===== src/sv/cdsa_pkg.sv =====
// ----------------------------------------------------------------------------
// Calendar date arithmetic package
// Types, calendar constants, calendar helper functions and the control store
// of the date sequencer.
// ----------------------------------------------------------------------------
`timescale 1ns / 1ps
`default_nettype none

package cdsa_pkg;

   localparam int YEAR_W   = 12;
   localparam int MONTH_W  = 4;
   localparam int DAY_W    = 5;
   localparam int COUNT_W  = 21;
   localparam int SERIAL_W = 17;
   localparam int DIFF_W   = 18;
   localparam int OP_W     = 3;
   localparam int YOFF_W   = 8;
   localparam int WIDE_W   = 22;
   localparam int MAG_W    = 21;
   localparam int STEP_W   = 4;
   localparam int REQ_DATA_W = 64;
   localparam int RSP_DATA_W = 64;

   localparam logic [SERIAL_W-1:0] SPAN_DAYS  = 17'd73049;
   localparam logic [YEAR_W-1:0]   FIRST_YEAR = 12'd1900;
   localparam logic [YEAR_W-1:0]   LAST_YEAR  = 12'd2099;
   localparam logic [YOFF_W-1:0]   LAST_YOFF  = 8'd199;
   localparam logic [MONTH_W-1:0]  LAST_MONTH = 4'd12;
   localparam logic [MONTH_W-1:0]  FEBRUARY   = 4'd2;

   localparam logic [OP_W-1:0] OP_VALIDATE = 3'd0;
   localparam logic [OP_W-1:0] OP_FROM_CNT = 3'd1;
   localparam logic [OP_W-1:0] OP_ADD      = 3'd2;
   localparam logic [OP_W-1:0] OP_SUB      = 3'd3;
   localparam logic [OP_W-1:0] OP_COMPARE  = 3'd4;

   typedef enum logic {
      ST_IDLE,
      ST_RUN
   } seq_state_type;

   typedef enum logic [3:0] {
      A_NOP,
      A_LOAD_P,
      A_SER_P,
      A_COUNT,
      A_MODSUB,
      A_FINAL_S,
      A_LOAD_O,
      A_SER_O,
      A_CMP,
      A_INIT_DATE,
      A_YEAR,
      A_MONTH,
      A_DONE
   } action_type;

   typedef enum logic [2:0] {
      J_NONE,
      J_ALWAYS,
      J_OP_CMP,
      J_OP_PASS,
      J_MAG_GE,
      J_YEAR_MORE,
      J_MONTH_MORE,
      J_OUT_BUSY
   } cond_type;

   typedef struct packed {
      action_type        action;
      cond_type          cond;
      logic [STEP_W-1:0] target;
   } ucode_type;

   localparam logic [STEP_W-1:0] STEP_START  = 4'd0;
   localparam logic [STEP_W-1:0] STEP_MODSUB = 4'd5;
   localparam logic [STEP_W-1:0] STEP_CMP    = 4'd7;
   localparam logic [STEP_W-1:0] STEP_DATE   = 4'd10;
   localparam logic [STEP_W-1:0] STEP_YEAR   = 4'd11;
   localparam logic [STEP_W-1:0] STEP_MONTH  = 4'd12;
   localparam logic [STEP_W-1:0] STEP_DONE   = 4'd13;

   function automatic ucode_type ucode_at(input logic [STEP_W-1:0] step);
      ucode_type uc;
      case (step)
         4'd0:    uc = '{A_LOAD_P,    J_NONE,       STEP_START};
         4'd1:    uc = '{A_SER_P,     J_NONE,       STEP_START};
         4'd2:    uc = '{A_NOP,       J_OP_CMP,     STEP_CMP};
         4'd3:    uc = '{A_NOP,       J_OP_PASS,    STEP_DATE};
         4'd4:    uc = '{A_COUNT,     J_NONE,       STEP_START};
         4'd5:    uc = '{A_MODSUB,    J_MAG_GE,     STEP_MODSUB};
         4'd6:    uc = '{A_FINAL_S,   J_ALWAYS,     STEP_DATE};
         4'd7:    uc = '{A_LOAD_O,    J_NONE,       STEP_START};
         4'd8:    uc = '{A_SER_O,     J_NONE,       STEP_START};
         4'd9:    uc = '{A_CMP,       J_NONE,       STEP_START};
         4'd10:   uc = '{A_INIT_DATE, J_NONE,       STEP_START};
         4'd11:   uc = '{A_YEAR,      J_YEAR_MORE,  STEP_YEAR};
         4'd12:   uc = '{A_MONTH,     J_MONTH_MORE, STEP_MONTH};
         default: uc = '{A_DONE,      J_OUT_BUSY,   STEP_DONE};
      endcase
      return uc;
   endfunction

   // Year offsets count from 1900; 1900 is not a leap year, 2000 is.
   function automatic logic is_leap(input logic [YOFF_W-1:0] yoff);
      return (yoff[1:0] == 2'b00) && (yoff != '0);
   endfunction

   function automatic logic [DAY_W-1:0] month_days(input logic [YOFF_W-1:0] yoff,
                                                   input logic [MONTH_W-1:0] month);
      logic [DAY_W-1:0] len;
      case (month)
         4'd1, 4'd3, 4'd5, 4'd7, 4'd8, 4'd10, 4'd12: len = 5'd31;
         4'd4, 4'd6, 4'd9, 4'd11:                      len = 5'd30;
         4'd2:    len = 5'd28 + DAY_W'(is_leap(yoff));
         default: len = 5'd0;
      endcase
      return len;
   endfunction

   function automatic logic [8:0] days_before_month(input logic [MONTH_W-1:0] month);
      logic [8:0] cum;
      case (month)
         4'd2:    cum = 9'd31;
         4'd3:    cum = 9'd59;
         4'd4:    cum = 9'd90;
         4'd5:    cum = 9'd120;
         4'd6:    cum = 9'd151;
         4'd7:    cum = 9'd181;
         4'd8:    cum = 9'd212;
         4'd9:    cum = 9'd243;
         4'd10:   cum = 9'd273;
         4'd11:   cum = 9'd304;
         4'd12:   cum = 9'd334;
         default: cum = 9'd0;
      endcase
      return cum;
   endfunction

   function automatic logic date_ok(input logic [YEAR_W-1:0]  year,
                                    input logic [MONTH_W-1:0] month,
                                    input logic [DAY_W-1:0]   day);
      logic [YEAR_W-1:0] yoff;
      yoff = year - FIRST_YEAR;
      return (year >= FIRST_YEAR) && (year <= LAST_YEAR) &&
             (month >= 4'd1) && (month <= LAST_MONTH) && (day >= 5'd1) &&
             (day <= month_days(yoff[YOFF_W-1:0], month));
   endfunction

   function automatic logic [SERIAL_W-1:0] serial_of(input logic [YOFF_W-1:0]  yoff,
                                                     input logic [MONTH_W-1:0] month,
                                                     input logic [DAY_W-1:0]   day);
      logic [SERIAL_W-1:0] years;
      logic [YOFF_W:0]     leaps;
      logic                adj;
      years = SERIAL_W'(yoff) * 17'd365;
      leaps = ((YOFF_W+1)'(yoff) + 9'd3) >> 2;
      leaps = leaps - (YOFF_W+1)'(yoff != '0);
      adj   = (month > FEBRUARY) && is_leap(yoff);
      return years + SERIAL_W'(leaps) + SERIAL_W'(days_before_month(month)) +
             SERIAL_W'(adj) + SERIAL_W'(day);
   endfunction

endpackage

`default_nettype wire


===== src/sv/calendar_date_serial_arithmetic.sv =====
// ----------------------------------------------------------------------------
// Calendar date serial arithmetic
// Validates dates in 1900..2099, converts counts and dates to serial days,
// adds, subtracts and compares, driven by a small microcoded sequencer.
// ----------------------------------------------------------------------------
//  Channel | Direction | Handshake             | Content
//  req     | in        | req_tvalid/req_tready | opcode in tuser, dates and count
//  rsp     | out       | rsp_tvalid/rsp_tready | result date, serial, comparison
//
//  One word is worked on at a time; a new request is taken once the previous
//  one has reached the output register. The time a word takes is set mostly
//  by the year loop, which steps one year per cycle. Reset clears the
//  sequencer and the output valid. A stalled output only holds the
//  sequencer in its last step.
// ----------------------------------------------------------------------------
`timescale 1ns / 1ps
`default_nettype none

module calendar_date_serial_arithmetic (
   input  wire logic                               clock,
   input  wire logic                               reset,
   input  wire logic                               req_tvalid,
   output logic                                    req_tready,
   // opcode
   input  wire logic [cdsa_pkg::OP_W-1:0]          req_tuser,
   // in_year, in_month, in_day, day_count, other_year, other_month, other_day
   input  wire logic [cdsa_pkg::REQ_DATA_W-1:0]    req_tdata,
   output logic                                    rsp_tvalid,
   input  wire logic                               rsp_tready,
   // out_year, out_month, out_day, serial_day, difference, is_greater, is_equal
   output logic [cdsa_pkg::RSP_DATA_W-1:0]         rsp_tdata
);
   import cdsa_pkg::*;

   seq_state_type             state_ff, state_in;
   logic [STEP_W-1:0]         pc_ff, pc_in;
   ucode_type                 uc;
   logic                      jump;
   logic                      req_fire;
   logic                      out_busy;
   logic                      done_fire;

   logic [OP_W-1:0]           op_ff;
   logic [YEAR_W-1:0]         pri_y_ff, oth_y_ff;
   logic [MONTH_W-1:0]        pri_m_ff, oth_m_ff;
   logic [DAY_W-1:0]          pri_d_ff, oth_d_ff;
   logic signed [COUNT_W-1:0] cnt_ff;

   logic [YOFF_W-1:0]         yoff_ff, yoff_in;
   logic [MONTH_W-1:0]        mo_ff, mo_in;
   logic [DAY_W-1:0]          dy_ff, dy_in;
   logic [SERIAL_W-1:0]       s_ff, s_in;
   logic [SERIAL_W-1:0]       s2_ff, s2_in;
   logic [SERIAL_W-1:0]       rem_ff, rem_in;
   logic [MAG_W-1:0]          mag_ff, mag_in;
   logic                      neg_ff, neg_in;
   logic signed [DIFF_W-1:0]  diff_ff, diff_in;
   logic                      gt_ff, gt_in;
   logic                      eq_ff, eq_in;
   logic                      rsp_valid_ff, rsp_valid_in;
   logic [RSP_DATA_W-1:0]     rsp_data_ff, rsp_data_in;

   logic [YEAR_W-1:0]         src_y;
   logic [MONTH_W-1:0]        src_m;
   logic [DAY_W-1:0]          src_d;
   logic [YEAR_W-1:0]         src_yoff;
   logic [SERIAL_W-1:0]       ser_now;
   logic signed [WIDE_W-1:0]  base_w, cnt_w, n_w, abs_w;
   logic [SERIAL_W-1:0]       year_len;
   logic                      year_more;
   logic                      month_more;
   logic                      mag_ge;

   assign req_tready = (state_ff == ST_IDLE);
   assign req_fire   = req_tvalid && req_tready;
   assign rsp_tvalid = rsp_valid_ff;
   assign rsp_tdata  = rsp_data_ff;
   assign out_busy   = rsp_valid_ff && !rsp_tready;
   assign uc         = ucode_at(pc_ff);

   always_ff @(posedge clock) begin
      if (reset) begin
         state_ff     <= ST_IDLE;
         pc_ff        <= STEP_START;
         rsp_valid_ff <= 1'b0;
      end else begin
         state_ff     <= state_in;
         pc_ff        <= pc_in;
         rsp_valid_ff <= rsp_valid_in;
      end
   end

   always_ff @(posedge clock) begin
      if (req_fire) begin
         op_ff    <= req_tuser;
         pri_y_ff <= req_tdata[11:0];
         pri_m_ff <= req_tdata[15:12];
         pri_d_ff <= req_tdata[20:16];
         cnt_ff   <= signed'(req_tdata[41:21]);
         oth_y_ff <= req_tdata[53:42];
         oth_m_ff <= req_tdata[57:54];
         oth_d_ff <= req_tdata[62:58];
      end
      yoff_ff     <= yoff_in;
      mo_ff       <= mo_in;
      dy_ff       <= dy_in;
      s_ff        <= s_in;
      s2_ff       <= s2_in;
      rem_ff      <= rem_in;
      mag_ff      <= mag_in;
      neg_ff      <= neg_in;
      diff_ff     <= diff_in;
      gt_ff       <= gt_in;
      eq_ff       <= eq_in;
      rsp_data_ff <= rsp_data_in;
   end

   always_comb begin
      if (uc.action == A_LOAD_O) begin
         src_y = oth_y_ff;
         src_m = oth_m_ff;
         src_d = oth_d_ff;
      end else begin
         src_y = pri_y_ff;
         src_m = pri_m_ff;
         src_d = pri_d_ff;
      end
      src_yoff   = src_y - FIRST_YEAR;
      ser_now    = serial_of(yoff_ff, mo_ff, dy_ff);
      base_w     = (op_ff == OP_FROM_CNT) ? '0 : signed'(WIDE_W'(s_ff));
      cnt_w      = WIDE_W'(cnt_ff);
      n_w        = ((op_ff == OP_SUB) ? (base_w - cnt_w) : (base_w + cnt_w)) - 22'sd1;
      abs_w      = n_w[WIDE_W-1] ? -n_w : n_w;
      year_len   = 17'd365 + SERIAL_W'(is_leap(yoff_ff));
      year_more  = (yoff_ff < LAST_YOFF) && (rem_ff > year_len);
      month_more = (mo_ff < LAST_MONTH) &&
                   (rem_ff > SERIAL_W'(month_days(yoff_ff, mo_ff)));
      mag_ge     = (mag_ff >= MAG_W'(SPAN_DAYS));
   end

   always_comb begin
      case (uc.cond)
         J_NONE:       jump = 1'b0;
         J_ALWAYS:     jump = 1'b1;
         J_OP_CMP:     jump = (op_ff == OP_COMPARE);
         J_OP_PASS:    jump = (op_ff == OP_VALIDATE) || (op_ff > OP_COMPARE);
         J_MAG_GE:     jump = mag_ge;
         J_YEAR_MORE:  jump = year_more;
         J_MONTH_MORE: jump = month_more;
         J_OUT_BUSY:   jump = out_busy;
         default:      jump = 1'b0;
      endcase
   end

   always_comb begin
      state_in     = state_ff;
      pc_in        = pc_ff;
      done_fire    = 1'b0;
      yoff_in      = yoff_ff;
      mo_in        = mo_ff;
      dy_in        = dy_ff;
      s_in         = s_ff;
      s2_in        = s2_ff;
      rem_in       = rem_ff;
      mag_in       = mag_ff;
      neg_in       = neg_ff;
      diff_in      = diff_ff;
      gt_in        = gt_ff;
      eq_in        = eq_ff;
      rsp_data_in  = rsp_data_ff;
      rsp_valid_in = rsp_tready ? 1'b0 : rsp_valid_ff;

      case (state_ff)
         ST_IDLE: begin
            pc_in = STEP_START;
            if (req_fire) begin
               state_in = ST_RUN;
            end
         end
         ST_RUN: begin
            pc_in = jump ? uc.target : pc_ff + 4'd1;
            case (uc.action)
               A_LOAD_P, A_LOAD_O: begin
                  if (date_ok(src_y, src_m, src_d)) begin
                     yoff_in = src_yoff[YOFF_W-1:0];
                     mo_in   = src_m;
                     dy_in   = src_d;
                  end else begin
                     yoff_in = '0;
                     mo_in   = 4'd1;
                     dy_in   = 5'd1;
                  end
                  if (uc.action == A_LOAD_P) begin
                     diff_in = '0;
                     gt_in   = 1'b0;
                     eq_in   = 1'b0;
                  end
               end
               A_SER_P: s_in  = ser_now;
               A_SER_O: s2_in = ser_now;
               A_COUNT: begin
                  mag_in = abs_w[MAG_W-1:0];
                  neg_in = n_w[WIDE_W-1] && (abs_w < WIDE_W'(SPAN_DAYS));
               end
               A_MODSUB: begin
                  if (mag_ge) begin
                     mag_in = mag_ff - MAG_W'(SPAN_DAYS);
                  end
               end
               A_FINAL_S: begin
                  if (neg_ff) begin
                     s_in = SERIAL_W'(MAG_W'(SPAN_DAYS) + 21'd1 - mag_ff);
                  end else begin
                     s_in = SERIAL_W'(mag_ff + 21'd1);
                  end
               end
               A_CMP: begin
                  diff_in = signed'(DIFF_W'(s_ff)) - signed'(DIFF_W'(s2_ff));
                  gt_in   = (s_ff > s2_ff);
                  eq_in   = (s_ff == s2_ff);
               end
               A_INIT_DATE: begin
                  yoff_in = '0;
                  mo_in   = 4'd1;
                  rem_in  = s_ff;
               end
               A_YEAR: begin
                  if (year_more) begin
                     rem_in  = rem_ff - year_len;
                     yoff_in = yoff_ff + 8'd1;
                  end
               end
               A_MONTH: begin
                  if (month_more) begin
                     rem_in = rem_ff - SERIAL_W'(month_days(yoff_ff, mo_ff));
                     mo_in  = mo_ff + 4'd1;
                  end
               end
               A_DONE: begin
                  if (!out_busy) begin
                     done_fire = 1'b1;
                     state_in  = ST_IDLE;
                     pc_in     = STEP_START;
                  end
               end
               default: ;
            endcase
         end
         default: begin
            state_in = ST_IDLE;
            pc_in    = STEP_START;
         end
      endcase

      if (done_fire) begin
         rsp_valid_in = 1'b1;
         rsp_data_in  = {6'd0, eq_ff, gt_ff, diff_ff, s_ff, rem_ff[DAY_W-1:0], mo_ff,
                         YEAR_W'(yoff_ff) + FIRST_YEAR};
      end
   end

endmodule

`default_nettype wire


===== config.mk =====
export PLATFORM = sky130hd
export DESIGN_NAME = calendar_date_serial_arithmetic
export DESIGN_NICKNAME = d
export VERILOG_FILES = /design/src/sv/cdsa_pkg.sv /design/src/sv/calendar_date_serial_arithmetic.sv
export SDC_FILE = /design/constraint.sdc
export NUM_CORES = 1
export LEC_CHECK = 0
export ABC_AREA = 1
export CAP_MARGIN = 20
export CORE_MARGIN = 2
export CORE_UTILIZATION = 40
export CTS_BUF_LIST = sky130_fd_sc_hd__clkbuf_2
export DETAILED_ROUTE_END_ITERATION = 10
export DONT_BUFFER_PORTS = 1
export PLACE_DENSITY_LB_ADDON = 0.2
export REMOVE_ABC_BUFFERS = 1
export SLEW_MARGIN = 20
export SYNTH_ARGS = -nofsm -noshare
export SYNTH_HDL_FRONTEND = slang
export SYNTH_SLANG_ARGS = --single-unit

===== constraint.sdc =====
create_clock -name clock -period 9.1 [get_ports clock]
set_input_delay 2.275 -clock clock [delete_from_list [all_inputs] [get_ports clock]]
set_output_delay 2.275 -clock clock [all_outputs]
set_load 0.01 [all_outputs]

==> results.sh <==
export IMPL_status="finished, final reports clean"
export IMPL_worstSetupPathType="reg2reg"
export IMPL_fmax_mhz=138.6
export IMPL_nNetsFinal=2637
export IMPL_cap_violations=0
export IMPL_multiInputGateArea_um2=10020
export IMPL_ys_seq_elements=260
export IMPL_crit_path_start="yoff_ff[0]"
export IMPL_switchingPower_uw=1883
export IMPL_finalMaxSlewViolations=0
export IMPL_rsz0062_at_grt="false"
export IMPL_synthDistinctLibCells=63
export IMPL_drive_above_1_share_pct=10.09
export IMPL_max_stage_delay_ps=600
export IMPL_p_leak_uw=0.009569
export IMPL_top_usage_layer="met2"
export IMPL_grt_use_met1_pct=30.85
export IMPL_dpl_hpwl_mm=41.04
export IMPL_seq_power_share_pct=34.3
export IMPL_async_reset_ff_share_pct=0
export IMPL_cts_setup_buffers=0
export IMPL_setup_tns_ps=0
export IMPL_first_pass_iters=6
export IMPL_worstSetupStartpointType="flop"
export IMPL_place_area_um2=19830
export IMPL_core_um2=47450
export IMPL_internal_power_uw=2778
export IMPL_routedWlPerCell_um=17.21
export IMPL_ios=137
export IMPL_slowest_stage="edfxtp_1"
export IMPL_hold_end="rsp_tdata[48]"
export IMPL_vdd_drop_max_mv=0.2298
export IMPL_path_max_fanout=8
export IMPL_tightest_slew_ps=985.6
export IMPL_cts_reportedPaths_clkPinSlew_ps=90
export IMPL_hold_worst_slack_ps=401.1
export IMPL_cts_tree="yes"
export IMPL_crit_required_ps=9830
export IMPL_hold_path_class="reg2reg"
export IMPL_drc=0
export IMPL_cp_num_buf_inv=5
export IMPL_drtIter0Drc=1197
export IMPL_seq_area_frac_synth_pct=39.42
export IMPL_gp_congestion=0.9317
export IMPL_slew_headroom_pct=34.30
export IMPL_regToRegEndpoint="s_ff[16]"
export IMPL_avgSynthCellArea_um2=8.253
export IMPL_grt_overflow=0
export IMPL_postLayoutCellArea_um2=20590
export IMPL_grt_pass1_vias=14820
export IMPL_cts_buffers=75
export IMPL_p_sw_share_pct=40.40
export IMPL_drt_total_wl_mm=52.39
export IMPL_synth_edf_count=234
export IMPL_grtUsageTotal_pct=21.33
export IMPL_regArea_um2=7547
export IMPL_routed_via_count=15550
export IMPL_die_y_um=222.8
export IMPL_period_share_pct=79.28
export IMPL_use_met3_pct=3.544
export IMPL_cts_resized_gates=0
export IMPL_clkPwrFrac_pct=20.7
export IMPL_period_minus_slack_ps=7215
export IMPL_initial_utilization_pct=40.35
export IMPL_end_kind="flop"
export IMPL_hold_path_startpoint="diff_ff[10]"
export IMPL_met2_usage_pct=32.81
export IMPL_finClkSkew_ps=64.49
export IMPL_antenna_found_initial=4
export IMPL_grt_max_degree=59
export IMPL_comb_power_share_pct=45.0
export IMPL_fill_cells=4864
export IMPL_rows=80
export IMPL_fp_dieW_um=222.8
export IMPL_hold_violations=0
export IMPL_htreeDepth=3
export IMPL_clock_latency_ps=1010
export IMPL_die_area_um2=49630
export IMPL_reg2reg_slack_ps=1890
export IMPL_clkSinkCount=260
export IMPL_ys_warnings_count=0
export IMPL_clockBufferDepth=3
export IMPL_grt_pass1_wl_mm=82.32
export IMPL_min_path_cells=0
export IMPL_p_per_area_nw_per_um2=226.4
export IMPL_via_per_inst=5.108
export IMPL_critical_path_top_delay_family="adder cells"
export IMPL_postRouteAntennaNets=0
export IMPL_r2r_start="yoff_ff[0]"
export IMPL_clockRootBuffer="clkbuf_2"
export IMPL_postSynthCellCount=2320
export IMPL_syn2layout_area_growth_pct=7.528
export IMPL_holdBufCountCts=0
export IMPL_port_buffers=0
export IMPL_synth_area_um2=19150
export IMPL_arrival_ps=7950
export IMPL_reg2reg_depth=30
export IMPL_setup_viol=0
export IMPL_synth_flop_cell="edfxtp_1"
[synth_stat cells (11+ instances only)]
master | count | share of area (%)
clkbuf_1 | 21 | 0.41
ha_1 | 147 | 9.6
xnor2_1 | 25 | 1.1
inv_1 | 362 | 7.1
a21oi_1 | 91 | 2.4
nand2_2 | 24 | 0.78
nand3_1 | 135 | 3.5
nand2_1 | 548 | 11
o21ai_0 | 127 | 3.3
xor2_1 | 67 | 3.1
nand4_1 | 32 | 1.0
edfxtp_1 | 234 | 37
or2_2 | 11 | 0.36
nor2_1 | 192 | 3.8
o21ai_1 | 11 | 0.29
nor3_1 | 35 | 0.91
dfxtp_1 | 26 | 2.7
inv_2 | 17 | 0.33
fa_1 | 45 | 4.7
nor2_2 | 23 | 0.75
[metal layers]
layer / vias to the layer above / part of all wire [%]
li1: 7796 / -
met1: 7285 / 48
met2: 390 / 45
met3: 80 / 5.6
met4: 2 / 1.9
met5: - / 0.034
[state kept, by name (all words and copies together), names as in the netlist, 5 cells and up, named ones only]
name       count
diff_ff       18
uc            11
pri_d_ff       5
rsp_tdata     58
s_ff          17
rem_ff        17
s2_ff         17
pri_y_ff      12
yoff_ff        8
oth_d_ff       5
dy_ff          5
mag_ff        21
cnt_ff        21
oth_y_ff      12
[layout by cell type (no fill, tap or decap), types with 6 or more instances in the layout]
cell type and instances:
conb_1 6, o211ai_1 10, clkbuf_2 106, edfxtp_1 234, nand3b_1 8, o21ai_0 127
dfxtp_1 26, nor2_2 23, nand2_1 548, nand3_2 10, a31oi_1 9, clkinv_1 13
ha_1 147, or2_2 11, buf_4 9, o21ai_1 11, fa_1 45, o21ai_2 8
nor2_1 190, nand2_2 24, nand3_1 135, a21oi_1 91, inv_2 19, nand4_1 32
xnor2_1 25, xor2_1 67, nor3_1 34, o22ai_1 8, inv_1 361
[logic make-up after synthesis]
| kind of cell | after synthesis | synth area share, % |
|---|---|---|
| simple gates | 1047 | 24.03 |
| buf+inv | 417 | 8.496 |
| compound gates | 305 | 9.169 |
| flops | 260 | 39.42 |
| fa+ha+maj | 192 | 14.31 |
| xor+xnor | 93 | 4.294 |
| mux | 5 | 0.2614 |
| other cells | 1 | 0.01959 |
[layout make-up]
type	instances	share of cell area (%)
multi-input cells	1648	48.66
flip-flops and latches	260	36.66
inverters	380	6.941
well taps	615	3.738
clock buffers	106	2.577
clock inverters	24	1.064
repair buffers	9	0.3282
diodes	3	0.03647
[worst max path at each step]
stage | endpoint | slack, ps | depth (start not counted)
floorplan | s_ff[15] | 2610 | 32
global placement | s_ff[16] | 1970 | 30
detailed placement | s_ff[16] | 1930 | 30
CTS | s_ff[16] | 1860 | 30
global route | s_ff[15] | 1210 | 32
finish | s_ff[16] | 1890 | 30
[power groups by stage]
| stage | registers (uW) | logic (uW) | clock network [uW] |
|---|---|---|---|
| after floorplan | 1610 | 1600 | 0 |
| after global placement | 1620 | 2080 | 0 |
| after detailed placement | 1630 | 2110 | 0 |
| after CTS | 1600 | 2130 | 1010 |
| after global routing | 1600 | 2430 | 1070 |
| final | 1600 | 2100 | 966 |
[stage by stage]
stage	instances	utilization, %	power, uW	setup slack [ps]
4_1_cts	3042	43.36	4739	1865
3_5_place_dp	2912	41.79	3736	1928
2_1_floorplan	2288	-	3209	2605
6_report	3045	43.39	4662	1885
3_3_place_gp	2912	41.79	3704	1969
5_1_grt	3044	43.39	5112	1207
(Power assumes the default switching activity.)
